--- config.mk ---
export PLATFORM = sky130hd
export DESIGN_NAME = pedal_sensor_plausibility_monitor
export DESIGN_NICKNAME = d
export VERILOG_FILES = /design/src/pspm_pkg.sv /design/src/pedal_sensor_plausibility_monitor.sv /design/src/pspm_divider.sv
export SDC_FILE = /design/constraint.sdc
export NUM_CORES = 1
export LEC_CHECK = 0
export BUFFER_PORTS_ARGS = -buffer_cell sky130_fd_sc_hd__buf_2
export CORE_ASPECT_RATIO = 2
export CORE_MARGIN = 4
export CORE_UTILIZATION = 45
export DETAILED_ROUTE_END_ITERATION = 12
export PLACE_DENSITY = 0.72
export SLEW_MARGIN = 10
export SYNTH_ARGS = -nofsm -noshare
export SYNTH_HDL_FRONTEND = slang
export SYNTH_HIERARCHICAL = 1
export SYNTH_SLANG_ARGS = --single-unit
--- constraint.sdc ---
create_clock -name clk -period 11.7 [get_ports clk]
set_input_delay 1.17 -clock clk [delete_from_list [all_inputs] [get_ports clk]]
set_output_delay 1.17 -clock clk [all_outputs]
set_load 0.03 [all_outputs]
--- src/pspm_pkg.sv ---
// Shared constants and types for the pedal sensor plausibility monitor.
package pspm_pkg;

	localparam int SENSOR_BITS_DEFAULT = 10;
	localparam int TORQUE_BITS         = 15;
	localparam int PERSIST_BITS        = 16;
	localparam int THROTTLE_BITS       = 16;
	localparam int TIME_BITS           = 32;
	localparam int CFG_DATA_BITS       = 16;
	localparam int CFG_INDEX_BITS      = 3;
	localparam int RANGE_MARGIN        = 15;
	localparam int DIV_RADIX_STEPS     = 2;

	localparam logic [TORQUE_BITS-1:0]  TORQUE_RESET  = 15'd32767;
	localparam logic [PERSIST_BITS-1:0] PERSIST_RESET = 16'd100;

	// result bit positions
	localparam int OUT_RANGE       = 0;
	localparam int OUT_DEVIATION   = 1;
	localparam int OUT_JUMP        = 2;
	localparam int OUT_IMPLAUSIBLE = 3;
	localparam int OUT_STOP        = 4;
	localparam int OUT_BITS        = 5;
	localparam int OUT_TDATA_BITS  = ((OUT_BITS + 7) / 8) * 8;

	typedef enum logic [CFG_INDEX_BITS-1:0] {
		REG_SENSOR_A_MIN = 3'd0,
		REG_SENSOR_A_MAX = 3'd1,
		REG_SENSOR_B_MIN = 3'd2,
		REG_SENSOR_B_MAX = 3'd3,
		REG_TORQUE_LIMIT = 3'd4,
		REG_PERSIST_TIME = 3'd5
	} cfg_reg_t;

endpackage

--- src/pedal_sensor_plausibility_monitor.sv ---
// Top level of the pedal sensor plausibility monitor: registers, sequencer, checks.
//
// One request on s_axis carries two pedal readings, a throttle command and a
// millisecond timestamp; one result per request leaves on m_axis with the
// range, deviation and jump fault flags, their OR and the latched stop flag.
// Registers are written through cfg_we/cfg_index/cfg_data; indexes past the
// register list are ignored. The user must write them only while the block is
// idle; the block itself does not enforce this.
//
// Each sensor mapping takes a multiply step, a divider start, the divider
// iterations at two quotient bits per cycle and the capture of the quotient;
// an evaluation step follows the second mapping.
// s_axis_tready is high only while no request is in work, so a new request is
// taken only once the previous one has left the evaluation step.
//
// The result sits in an output register; a new request is accepted while it
// waits, and the final evaluation step holds until the receiver has taken the
// previous result, so a stalled receiver stalls the block without loss.
// Reset clears the configuration registers to their reset values, clears the
// throttle history and the persistence state, and drops the stop latch.
module pedal_sensor_plausibility_monitor import pspm_pkg::*; #(
	parameter int SENSOR_BITS = SENSOR_BITS_DEFAULT
) (
	input  logic                      clk,
	input  logic                      arst_n,
	input  logic                      cfg_we,
	input  logic [CFG_INDEX_BITS-1:0] cfg_index,
	input  logic [CFG_DATA_BITS-1:0]  cfg_data,
	input  logic                      s_axis_tvalid,
	output logic                      s_axis_tready,
	// sensor_a, sensor_b, throttle_cmd, now_ms (from bit 0 up), zero padded
	input  logic [((2*SENSOR_BITS+THROTTLE_BITS+TIME_BITS+7)/8)*8-1:0] s_axis_tdata,
	output logic                      m_axis_tvalid,
	input  logic                      m_axis_tready,
	// range_fault, deviation_fault, jump_fault, implausible_now, stop_engine
	output logic [OUT_TDATA_BITS-1:0] m_axis_tdata
);

	localparam int NUM_BITS    = SENSOR_BITS + TORQUE_BITS;
	localparam int MAP_BITS    = NUM_BITS + 1;
	localparam int DIFF_BITS   = MAP_BITS + 1;
	localparam int SCALED_BITS = DIFF_BITS + 3;
	localparam int JUMP_BITS   = THROTTLE_BITS + 1;
	localparam int B_LSB       = SENSOR_BITS;
	localparam int T_LSB       = 2 * SENSOR_BITS;
	localparam int N_LSB       = T_LSB + THROTTLE_BITS;

	typedef enum logic [1:0] {S_IDLE, S_MUL, S_DIV, S_EVAL} state_t;

	state_t state_q;
	logic   sel_b_q;
	logic   div_start_q;

	logic [SENSOR_BITS-1:0]  a_min_q, a_max_q, b_min_q, b_max_q;
	logic [TORQUE_BITS-1:0]  torque_q;
	logic [PERSIST_BITS-1:0] persist_q;

	logic [SENSOR_BITS-1:0]         a_q, b_q;
	logic signed [THROTTLE_BITS-1:0] thr_q;
	logic [TIME_BITS-1:0]           now_q;

	logic signed [THROTTLE_BITS-1:0] last_thr_q;
	logic                            fault_active_q;
	logic [TIME_BITS-1:0]            fault_start_q;
	logic                            stop_latched_q;

	logic [NUM_BITS-1:0]    num_q;
	logic [SENSOR_BITS-1:0] den_q;
	logic                   neg_q;
	logic                   zero_q;
	logic signed [MAP_BITS-1:0] ma_q, mb_q;

	logic                out_valid_q;
	logic [OUT_BITS-1:0] out_data_q;

	logic [NUM_BITS-1:0] div_quot;
	logic                div_done;

	// configuration registers
	always_ff @(posedge clk or negedge arst_n) begin
		if (!arst_n) begin
			a_min_q   <= '0;
			a_max_q   <= '1;
			b_min_q   <= '0;
			b_max_q   <= '1;
			torque_q  <= TORQUE_RESET;
			persist_q <= PERSIST_RESET;
		end else if (cfg_we) begin
			case (cfg_reg_t'(cfg_index))
				REG_SENSOR_A_MIN: a_min_q   <= cfg_data[SENSOR_BITS-1:0];
				REG_SENSOR_A_MAX: a_max_q   <= cfg_data[SENSOR_BITS-1:0];
				REG_SENSOR_B_MIN: b_min_q   <= cfg_data[SENSOR_BITS-1:0];
				REG_SENSOR_B_MAX: b_max_q   <= cfg_data[SENSOR_BITS-1:0];
				REG_TORQUE_LIMIT: torque_q  <= cfg_data[TORQUE_BITS-1:0];
				REG_PERSIST_TIME: persist_q <= cfg_data[PERSIST_BITS-1:0];
				default: ;
			endcase
		end
	end

	// shared multiply: |x - lo| * torque, plus divisor magnitude and sign
	logic [SENSOR_BITS-1:0]        mx, mlo, mhi;
	logic signed [SENSOR_BITS:0]   dx, span;
	logic [SENSOR_BITS:0]          dx_mag, span_mag;
	logic [NUM_BITS-1:0]           prod;

	always_comb begin
		mx       = sel_b_q ? b_q : a_q;
		mlo      = sel_b_q ? b_min_q : a_min_q;
		mhi      = sel_b_q ? b_max_q : a_max_q;
		dx       = $signed({1'b0, mx}) - $signed({1'b0, mlo});
		span     = $signed({1'b0, mhi}) - $signed({1'b0, mlo});
		dx_mag   = dx[SENSOR_BITS] ? -dx : dx;
		span_mag = span[SENSOR_BITS] ? -span : span;
		prod     = NUM_BITS'(dx_mag[SENSOR_BITS-1:0]) * NUM_BITS'(torque_q);
	end

	pspm_divider #(
		.NUM_BITS(NUM_BITS),
		.DEN_BITS(SENSOR_BITS)
	) u_div (
		.clk   (clk),
		.arst_n(arst_n),
		.start (div_start_q),
		.num   (num_q),
		.den   (den_q),
		.quot  (div_quot),
		.done  (div_done)
	);

	// signed mapped value from the divider result
	logic signed [MAP_BITS-1:0] map_v;
	always_comb begin
		if (zero_q)
			map_v = '0;
		else if (neg_q)
			map_v = -$signed({1'b0, div_quot});
		else
			map_v = $signed({1'b0, div_quot});
	end

	// final checks
	logic signed [DIFF_BITS-1:0] dev_diff;
	logic [DIFF_BITS-1:0]        dev_mag;
	logic [SCALED_BITS-1:0]      dev_scaled;
	logic                        dev_f;
	logic                        range_f;
	logic signed [JUMP_BITS-1:0] jump_diff;
	logic [JUMP_BITS-1:0]        jump_mag;
	logic                        jump_f;
	logic                        bad;
	logic [TIME_BITS-1:0]        elapsed;

	always_comb begin
		dev_diff   = DIFF_BITS'(ma_q) - DIFF_BITS'(mb_q);
		dev_mag    = dev_diff[DIFF_BITS-1] ? -dev_diff : dev_diff;
		dev_scaled = (SCALED_BITS'(dev_mag) << 3) + (SCALED_BITS'(dev_mag) << 1);
		dev_f      = dev_scaled >= SCALED_BITS'(torque_q);
		// compare against margin-widened window without going negative
		range_f = ({1'b0, a_q} > ({1'b0, a_max_q} + (SENSOR_BITS+1)'(RANGE_MARGIN))) ||
		          (({1'b0, a_q} + (SENSOR_BITS+1)'(RANGE_MARGIN)) < {1'b0, a_min_q}) ||
		          ({1'b0, b_q} > ({1'b0, b_max_q} + (SENSOR_BITS+1)'(RANGE_MARGIN))) ||
		          (({1'b0, b_q} + (SENSOR_BITS+1)'(RANGE_MARGIN)) < {1'b0, b_min_q});
		jump_diff = JUMP_BITS'(thr_q) - JUMP_BITS'(last_thr_q);
		jump_mag  = jump_diff[JUMP_BITS-1] ? -jump_diff : jump_diff;
		jump_f    = jump_mag >= JUMP_BITS'(torque_q);
		bad       = range_f || dev_f || jump_f;
		elapsed   = now_q - fault_start_q;
	end

	// sequencer
	always_ff @(posedge clk or negedge arst_n) begin
		if (!arst_n) begin
			state_q        <= S_IDLE;
			sel_b_q        <= 1'b0;
			div_start_q    <= 1'b0;
			last_thr_q     <= '0;
			fault_active_q <= 1'b0;
			fault_start_q  <= '0;
			stop_latched_q <= 1'b0;
			out_valid_q    <= 1'b0;
			out_data_q     <= '0;
		end else begin
			div_start_q <= 1'b0;
			if (out_valid_q && m_axis_tready)
				out_valid_q <= 1'b0;
			case (state_q)
				S_IDLE: begin
					if (s_axis_tvalid) begin
						sel_b_q <= 1'b0;
						state_q <= S_MUL;
					end
				end
				S_MUL: begin
					div_start_q <= 1'b1;
					state_q     <= S_DIV;
				end
				S_DIV: begin
					if (div_done) begin
						if (sel_b_q) begin
							state_q <= S_EVAL;
						end else begin
							sel_b_q <= 1'b1;
							state_q <= S_MUL;
						end
					end
				end
				S_EVAL: begin
					// hold until the output register is free
					if (!out_valid_q || m_axis_tready) begin
						last_thr_q <= thr_q;
						if (!bad) begin
							fault_active_q <= 1'b0;
						end else if (fault_active_q) begin
							if (elapsed > TIME_BITS'(persist_q))
								stop_latched_q <= 1'b1;
						end else begin
							fault_active_q <= 1'b1;
							fault_start_q  <= now_q;
						end
						out_data_q[OUT_RANGE]       <= range_f;
						out_data_q[OUT_DEVIATION]   <= dev_f;
						out_data_q[OUT_JUMP]        <= jump_f;
						out_data_q[OUT_IMPLAUSIBLE] <= bad;
						out_data_q[OUT_STOP]        <= stop_latched_q || (bad &&
							fault_active_q && (elapsed > TIME_BITS'(persist_q)));
						out_valid_q <= 1'b1;
						state_q     <= S_IDLE;
					end
				end
				default: state_q <= S_IDLE;
			endcase
		end
	end

	// datapath registers
	always_ff @(posedge clk) begin
		if (s_axis_tvalid && s_axis_tready) begin
			a_q   <= s_axis_tdata[B_LSB-1:0];
			b_q   <= s_axis_tdata[T_LSB-1:B_LSB];
			thr_q <= s_axis_tdata[N_LSB-1:T_LSB];
			now_q <= s_axis_tdata[N_LSB+TIME_BITS-1:N_LSB];
		end
		if (state_q == S_MUL) begin
			num_q  <= prod;
			den_q  <= span_mag[SENSOR_BITS-1:0];
			neg_q  <= dx[SENSOR_BITS] ^ span[SENSOR_BITS];
			zero_q <= (span == '0);
		end
		if (state_q == S_DIV && div_done) begin
			if (sel_b_q)
				mb_q <= map_v;
			else
				ma_q <= map_v;
		end
	end

	assign s_axis_tready = (state_q == S_IDLE);
	assign m_axis_tvalid = out_valid_q;
	assign m_axis_tdata  = OUT_TDATA_BITS'(out_data_q);

	a_stop_holds: assert property (@(posedge clk) disable iff (!arst_n)
		stop_latched_q |=> stop_latched_q)
		else $error("stop latch dropped without reset");

	a_accept_starts: assert property (@(posedge clk) disable iff (!arst_n)
		(s_axis_tvalid && s_axis_tready) |=> (state_q == S_MUL && !sel_b_q))
		else $error("accepted request did not start with first sensor");

	a_done_in_div: assert property (@(posedge clk) disable iff (!arst_n)
		div_done |-> (state_q == S_DIV))
		else $error("divider finished outside the divide state");

	a_stop_needs_fault: assert property (@(posedge clk) disable iff (!arst_n)
		$rose(out_data_q[OUT_STOP]) |-> out_data_q[OUT_IMPLAUSIBLE])
		else $error("stop raised on a clean result");

endmodule

--- src/pspm_divider.sv ---
// Shared iterative restoring divider, two quotient bits per cycle.
module pspm_divider import pspm_pkg::*; #(
	parameter int NUM_BITS = SENSOR_BITS_DEFAULT + TORQUE_BITS,
	parameter int DEN_BITS = SENSOR_BITS_DEFAULT
) (
	input  logic                clk,
	input  logic                arst_n,
	input  logic                start,
	input  logic [NUM_BITS-1:0] num,
	input  logic [DEN_BITS-1:0] den,
	output logic [NUM_BITS-1:0] quot,
	output logic                done
);

	localparam int STEPS     = DIV_RADIX_STEPS;
	localparam int WORK_BITS = ((NUM_BITS + STEPS - 1) / STEPS) * STEPS;
	localparam int ITERS     = WORK_BITS / STEPS;
	localparam int CNT_BITS  = $clog2(ITERS + 1);

	logic [WORK_BITS-1:0] work_q, work_d;
	logic [DEN_BITS-1:0]  rem_q, rem_d;
	logic [CNT_BITS-1:0]  cnt_q;
	logic                 busy_q;
	logic                 done_q;

	always_comb begin
		logic [DEN_BITS:0] trial;
		work_d = work_q;
		rem_d  = rem_q;
		for (int i = 0; i < STEPS; i++) begin
			trial  = {rem_d, work_d[WORK_BITS-1]};
			work_d = {work_d[WORK_BITS-2:0], 1'b0};
			if (trial >= {1'b0, den}) begin
				rem_d     = DEN_BITS'(trial - {1'b0, den});
				work_d[0] = 1'b1;
			end else begin
				rem_d = trial[DEN_BITS-1:0];
			end
		end
	end

	always_ff @(posedge clk or negedge arst_n) begin
		if (!arst_n) begin
			busy_q <= 1'b0;
			done_q <= 1'b0;
			cnt_q  <= '0;
		end else begin
			done_q <= 1'b0;
			if (start) begin
				busy_q <= 1'b1;
				cnt_q  <= CNT_BITS'(ITERS);
			end else if (busy_q) begin
				cnt_q <= cnt_q - 1'b1;
				if (cnt_q == CNT_BITS'(1)) begin
					busy_q <= 1'b0;
					done_q <= 1'b1;
				end
			end
		end
	end

	always_ff @(posedge clk) begin
		if (start) begin
			work_q <= WORK_BITS'(num);
			rem_q  <= '0;
		end else if (busy_q) begin
			work_q <= work_d;
			rem_q  <= rem_d;
		end
	end

	assign quot = work_q[NUM_BITS-1:0];
	assign done = done_q;

endmodule
Word-level counts from Yosys, hierarchy flattened
Index checks and enable logic that the tools add are counted.
{"block": "totals", "regBits": 330, "output_inout_bits": 10, "inputBits": 96, "wordCells": 141}
{"block": "op_classes", "n_eq_ne": 12, "n_reduce_logical": 31, "muxes": 36, "magnitude_cmp": 9, "n_bitwise": 3, "mul": 1, "addsub": 18}
{"cell": "$mux W10", "count": 7}
{"cell": "$mux W26", "count": 2}
{"cell": "$mux W25", "count": 2}
{"cell": "$add A10 B4 Y11 const B", "count": 4}
{"cell": "$gt A32 B16 Y1", "count": 1}
{"cell": "$sub A32 B32 Y32", "count": 1}
{"cell": "$add A30 B28 Y30", "count": 1}
{"cell": "$ge A30 B15 Y1", "count": 1}
{"cell": "$mux W27", "count": 1}
{"cell": "$neg A27 Y27", "count": 1}
{"cell": "$sub A26 B26 Y27", "count": 1}
{"cell": "$neg A25 Y26", "count": 1}
{"cell": "$mul A10 B15 Y25", "count": 1}
{"cell": "$ge A11 B10 Y1", "count": 2}
{"cell": "$gt A10 B11 Y1", "count": 2}
{"cell": "$lt A11 B10 Y1", "count": 2}
{"cell": "$sub A10 B10 Y11", "count": 2}
{"cell": "$neg A10 Y10", "count": 2}
{"cell": "$sub A10 B10 Y10", "count": 2}
{"cell": "$reduce_and A2 Y1", "count": 9}
{"cell": "$ge A17 B15 Y1", "count": 1}
{"cell": "$mux W17", "count": 1}
{"cell": "$neg A17 Y17", "count": 1}
{"cell": "$sub A16 B16 Y17", "count": 1}
{"cell": "other kinds (26)", "count": 61}

Longest topological paths before layout
{"block": "logic_depth", "ltp_word": 10, "ltp_mapped": 40, "ltp_nobuf": 37}

Hierarchy
The synthesis kept the hierarchy.
{"mod": "pedal_sensor_plausibility_monitor", "seq_area_each_um2": 8015.2, "cells_each": 2704, "area_each_um2": 25660.9, "n_inst": 1}
{"mod": "pspm_divider", "seq_area_each_um2": 1121.1, "cells_each": 293, "area_each_um2": 3040.4, "n_inst": 1}

Worst setup path after synthesis
OpenSTA, ideal clock, no wires.
{"block": "synth_timing", "path_kind": "reg-to-reg", "startpoint": "reg sel_b_q", "endpoint": "reg num_q[24] (data pin)", "synth_period_minus_slack_ns": 8.807, "slack_ns": 2.893, "setup_time_ns": 0.260, "arrival_ns": 8.547, "path_buffers": 3, "stages_incl_launch_ff": 38, "required_time_ns": 11.440, "cell_sequence": "dfrtp_1 -> clkbuf_1 -> clkbuf_1 -> mux2i_1 -> ha_1 -> inv_1 -> fa_1 -> a21o_1 -> a21oi_1 -> o21ai_0 -> a21oi_1 -> nor2b_1 -> o21a_1 -> o21ai_0 -> nand2b_1 -> a21oi_1 -> nand2_1 -> xnor2_1 -> [2 not listed] -> fa_1 -> inv_1 -> fa_1 -> inv_1 -> fa_1 -> inv_1 -> fa_1 -> inv_1 -> fa_1 -> inv_1 -> ha_1 -> or3_1 -> or3_1 -> o21ai_0 -> o311a_1 -> o21bai_1 -> a21oi_1 -> xnor2_1"}
{"block": "synth_between", "elab_chain_len": 5, "elab_cells_between_ends": 6, "cone_classes": "add/sub: 2; mul: 1; mux: 3"}
{"element": "start, declared", "line_no": "pedal_sensor_plausibility_monitor.sv:51", "source": "logic sel_b_q;"}
{"element": "start signal, assigned", "line_no": "pedal_sensor_plausibility_monitor.sv:175", "source": "sel_b_q <= 1'b0;"}
{"element": "start signal, assigned", "line_no": "pedal_sensor_plausibility_monitor.sv:190", "source": "sel_b_q <= 1'b0;"}
{"element": "start signal, assigned", "line_no": "pedal_sensor_plausibility_monitor.sv:203", "source": "sel_b_q <= 1'b1;"}
{"element": "$mux W10 (on tied branches)", "line_no": "pedal_sensor_plausibility_monitor.sv:108, pedal_sensor_plausibility_monitor.sv:109"}
{"element": "$sub A10 B10 Y11 (*)", "line_no": "pedal_sensor_plausibility_monitor.sv:111", "source": "dx = $signed({1'b0, mx}) - $signed({1'b0, mlo});"}
{"element": "$neg A10 Y10", "line_no": "pedal_sensor_plausibility_monitor.sv:113", "source": "dx_mag = dx[SENSOR_BITS] ? -dx : dx;"}
{"element": "$mux W10 (*)", "line_no": "pedal_sensor_plausibility_monitor.sv:113"}
{"element": "$mul A10 B15 Y25 (*)", "line_no": "pedal_sensor_plausibility_monitor.sv:115", "source": "prod = NUM_BITS'(dx_mag[SENSOR_BITS-1:0]) * NUM_BITS'(torque_q);"}
{"element": "net prod[24]", "line_no": "pedal_sensor_plausibility_monitor.sv:105", "source": "logic [NUM_BITS-1:0] prod;"}
{"element": "end signal, assigned", "line_no": "pedal_sensor_plausibility_monitor.sv:245", "source": "num_q <= prod;"}
{"element": "end, declared", "line_no": "pedal_sensor_plausibility_monitor.sv:67", "source": "logic [NUM_BITS-1:0] num_q;"}
The timed path passes the listed nets; every way through them passes the cells marked *.
A chain may end at the register's enable or synchronous reset.

Worst setup path after layout
Ends and elaborated chain as after synthesis.

==> metrics.md <==
| Metric | Value |
|---|---|
| DRC errors left | `0` |
| Overall die area | `68,100 sq um` |
| Synthesis-to-finish area growth | `7.82%` |
| Number of enable-type register cells in the synthesized netlist | `182` |
| Met1 Wirelength | `23.7 mm` |
| Vias in the first global route | `23,300` |
| Sum of negative setup slack | `0 ns` |
| Result of the run | `finished clean` |
| Top sig layer | `met4` |
| Cell count after placement | `3,813` |
| Quantity of hold-fixing buffers added after cts | `0` |
| Mapped Area | `28,700 sq um` |
| Largest net degree at the start of global routing | `74` |
| Port buffer count | `98` |
| CTS tree | `built` |
| Height of the chip | `365 um` |
| Worst clock skew | `0.0266 ns` |
| Layout Cells excl Fill | `3,869` |
| Final antenna diode count | `0` |
| Transition at the pin with the smallest max-transition slack | `1.07 ns` |
| Final-report max-slew violation count | `0` |
| Final setup violation count | `0` |
| Root buffer selected by CTS | `sky130_fd_sc_hd__clkbuf_16` |
| Wire length on met3 | `2.11 mm` |
| Synth Warn # | `6` |
| Detailed-placement wirelength estimate | `57.1 mm` |
| Tot GR Track Use | `20.6%` |
| Required time at the worst-slack endpoint | `12.05 ns` |
| Number of gates resized after CTS | `0` |
| Number of instances on the worst hold path | `2` |
| Max Freq | `102 MHz` |
| Placeable core region | `62,900 sq um` |
| Worst path arrival time | `10.14 ns` |
| Leading post-synthesis cells by cell area | `sky130_fd_sc_hd__edfxtp_1 (19%), sky130_fd_sc_hd__ha_1 (13%), sky130_fd_sc_hd__dfrtp_1 (8.5%)` |
| Number of register bits inferred by synthesis | `329` |
| Cell type with the highest occurrence count on the critical path | `sky130_fd_sc_hd__fa_1` |
| End of the worst register-to-register path | `num_q[24]` |
| Effective utilization at floorplan | `45.6%` |
| Detailed-router iteration count before antenna repair | `5` |
| Share of synthesized flip-flops with an asynchronous set or reset | `41.3%` |
| Fraction of the cycle the final worst path needs | `83.7%` |
| Gate count after technology mapping | `2,997` |
| Flop2flop setup slack | `1.91 ns` |
| Crit start category | `flip-flop` |
| Worst hold start | `u_div/rem_q[9]` |
| Number of buffers added by the clock tree synthesis step | `30` |
| Most frequent standard cell in the layout excluding fill and tap cells | `sky130_fd_sc_hd__inv_1` |
| Top-level port count | `106` |
| Clock slew at the register clock pins of the worst setup and hold paths | `0.08 ns` |
| Area share of the largest cell type after synthesis | `19.0%` |
| End point of the most critical hold path | `u_div/rem_q[9]` |
| Total number of vias | `22,300` |
| Distinct cells, synth | `102` |
| Predominant post-synthesis flop cell | `sky130_fd_sc_hd__edfxtp_1` |
| Nets | `3,551` |
| Slew margin rel. | `28.5%` |
| H-tree depth | `1` |
| Post-detailed-route wirelength per cell | `18.3 um` |
| Maximum Capacitance Violations | `0` |
| Launch instance of the worst register-to-register path | `sel_b_q` |
| Largest stage delay on the critical path | `0.71 ns` |
| Total Routed Length | `70.8 mm` |
| DRC violation total after the first TritonRoute iteration | `998` |
| Register-to-Register Path Depth | `32` |
| Bufs on Longest Clock Path | `3` |
| Routed wire length on met2 | `39.4 mm` |
| Antenna violations before repair | `0` |
| Remaining antenna violation count after routing | `0` |
| Latest clock arrival within the worst-skew pair | `0.62 ns` |
| Synthesized area divided by synthesized cell count | `9.58 sq um` |
| Final Hold Violating Endpoints | `0` |
| Kind of critical path | `flip-flop to flip-flop` |
| Via/cell ratio | `5.77` |
| GP Congestion | `0.921` |
| Buffers inserted by post-CTS timing repair | `0` |
| Total number of placement rows | `130` |
| Worst Hold Class | `flip-flop to flip-flop` |
| Endpoint type of the worst setup path | `flip-flop` |
| Fraction of final layout cells sized beyond drive strength 1 | `12.2%` |
| Tightest hold margin | `0.458 ns` |
| Share of the yosys chip area belonging to registers | `31.8%` |
| Die outline width | `187 um` |
| Unrepaired setup endpoints after global routing | `no` |
| Overall overflow remaining after global route | `0` |
| Global-route wire length before repair | `115 mm` |
| Num Clock Sinks | `329` |
| Critical-path cell with the highest stage delay | `sky130_fd_sc_hd__xnor2_1` |
| Highest-count cells in the layout ignoring fill and taps | `sky130_fd_sc_hd__inv_1 (323), sky130_fd_sc_hd__ha_1 (292), sky130_fd_sc_hd__nand2_1 (252), sky130_fd_sc_hd__nor2_1 (216), sky130_fd_sc_hd__edfxtp_1 (182)` |
| Crit path max fanout | `37` |
| Core Util, Final | `49.2%` |
| Synth area leader | `sky130_fd_sc_hd__edfxtp_1` |
| Final critical path time including I/O delays and setup | `9.79 ns` |
## worst max-delay path by stage
stage,from,endpoint,cells after the start
after floorplan,sel_b_q,num_q[24],37
after global placement,sel_b_q,num_q[24],32
after detailed placement,sel_b_q,num_q[24],32
after CTS,sel_b_q,num_q[24],32
after global routing,sel_b_q,num_q[24],32
final,sel_b_q,num_q[24],32
## final cells by class
cell class                 instances  area, sq um
inverter                         327         1230
sequential                       329         9140
tap                              792          991
fill                            5700        32000
multi-input combinational       2245        17800
clock buffer                      44          961
clock inverter                    12          119
timing repair buffer             120          662
## registers in the layout (all words and copies together), names as in the netlist, 15 cells and up
register       flops
persist_q         16
torque_q          15
mb_q              26
u_div/work_q      26
last_thr_q        16
fault_start_q     32
thr_q             16
num_q             25
now_q             32
ma_q              26
## logic make-up after synthesis
| logic type | count (synthesis) | share of synthesized area [%] |
|---|---|---|
| other | 1 | 0.0131 |
| flip-flops | 329 | 31.8 |
| adder cells (fa/ha/maj) | 402 | 20.4 |
| AND/OR/NAND/NOR | 828 | 14.0 |
| XOR/XNOR | 205 | 6.26 |
| AO/OA/AOI/OAI | 663 | 15.4 |
| multiplexers | 144 | 5.95 |
| buffers and inverters | 425 | 6.16 |
## metal layers
layer  GRT usage [%]  up-vias
met5               0        -
met4            14.0        0
met3            1.76      288
met2            42.2      568
met1            18.8    10800
li1                -    10700
## worst max-delay path: cells and delay by family, from the launching register on
| kind | cells | cell delay [ns] |
|---|---|---|
| mux | 1 | 0.54 |
| simple gates | 10 | 2.12 |
| flops | 1 | 0.33 |
| buf+inv | 5 | 0.65 |
| compound gates | 7 | 1.86 |
| xor+xnor | 2 | 0.82 |
| fa+ha+maj | 7 | 3.15 |
## through the flow
step | setup slack (ns) | cell area, sq um
after floorplan | 2.89 | 28700
after global placement | 2.15 | 29900
after detailed placement | 1.97 | 29900
after CTS | 1.94 | 30900
after global routing | 1.32 | 30900
final | 1.91 | 30900
## synthesized netlist by cell type (33+ instances only)
cell type	instances
sky130_fd_sc_hd__nand2_1	252
sky130_fd_sc_hd__a21o_1	52
sky130_fd_sc_hd__fa_1	110
sky130_fd_sc_hd__ha_1	292
sky130_fd_sc_hd__and3_1	40
sky130_fd_sc_hd__o21ai_0	170
sky130_fd_sc_hd__a21oi_1	152
sky130_fd_sc_hd__o21a_1	38
sky130_fd_sc_hd__dfrtp_1	98
sky130_fd_sc_hd__nor2b_1	33
sky130_fd_sc_hd__nor3_1	34
sky130_fd_sc_hd__edfxtp_1	182
sky130_fd_sc_hd__xnor2_1	118
sky130_fd_sc_hd__dfstp_2	38
sky130_fd_sc_hd__nand2b_1	44
sky130_fd_sc_hd__inv_1	323
sky130_fd_sc_hd__mux2_2	87
sky130_fd_sc_hd__xor2_1	87
sky130_fd_sc_hd__clkbuf_1	58
sky130_fd_sc_hd__nand3_1	55
sky130_fd_sc_hd__nor2_1	219
Power is left out: the tool's default activity adds up to more than one toggle a clock period on the data nets, which glitch-free logic cannot reach.
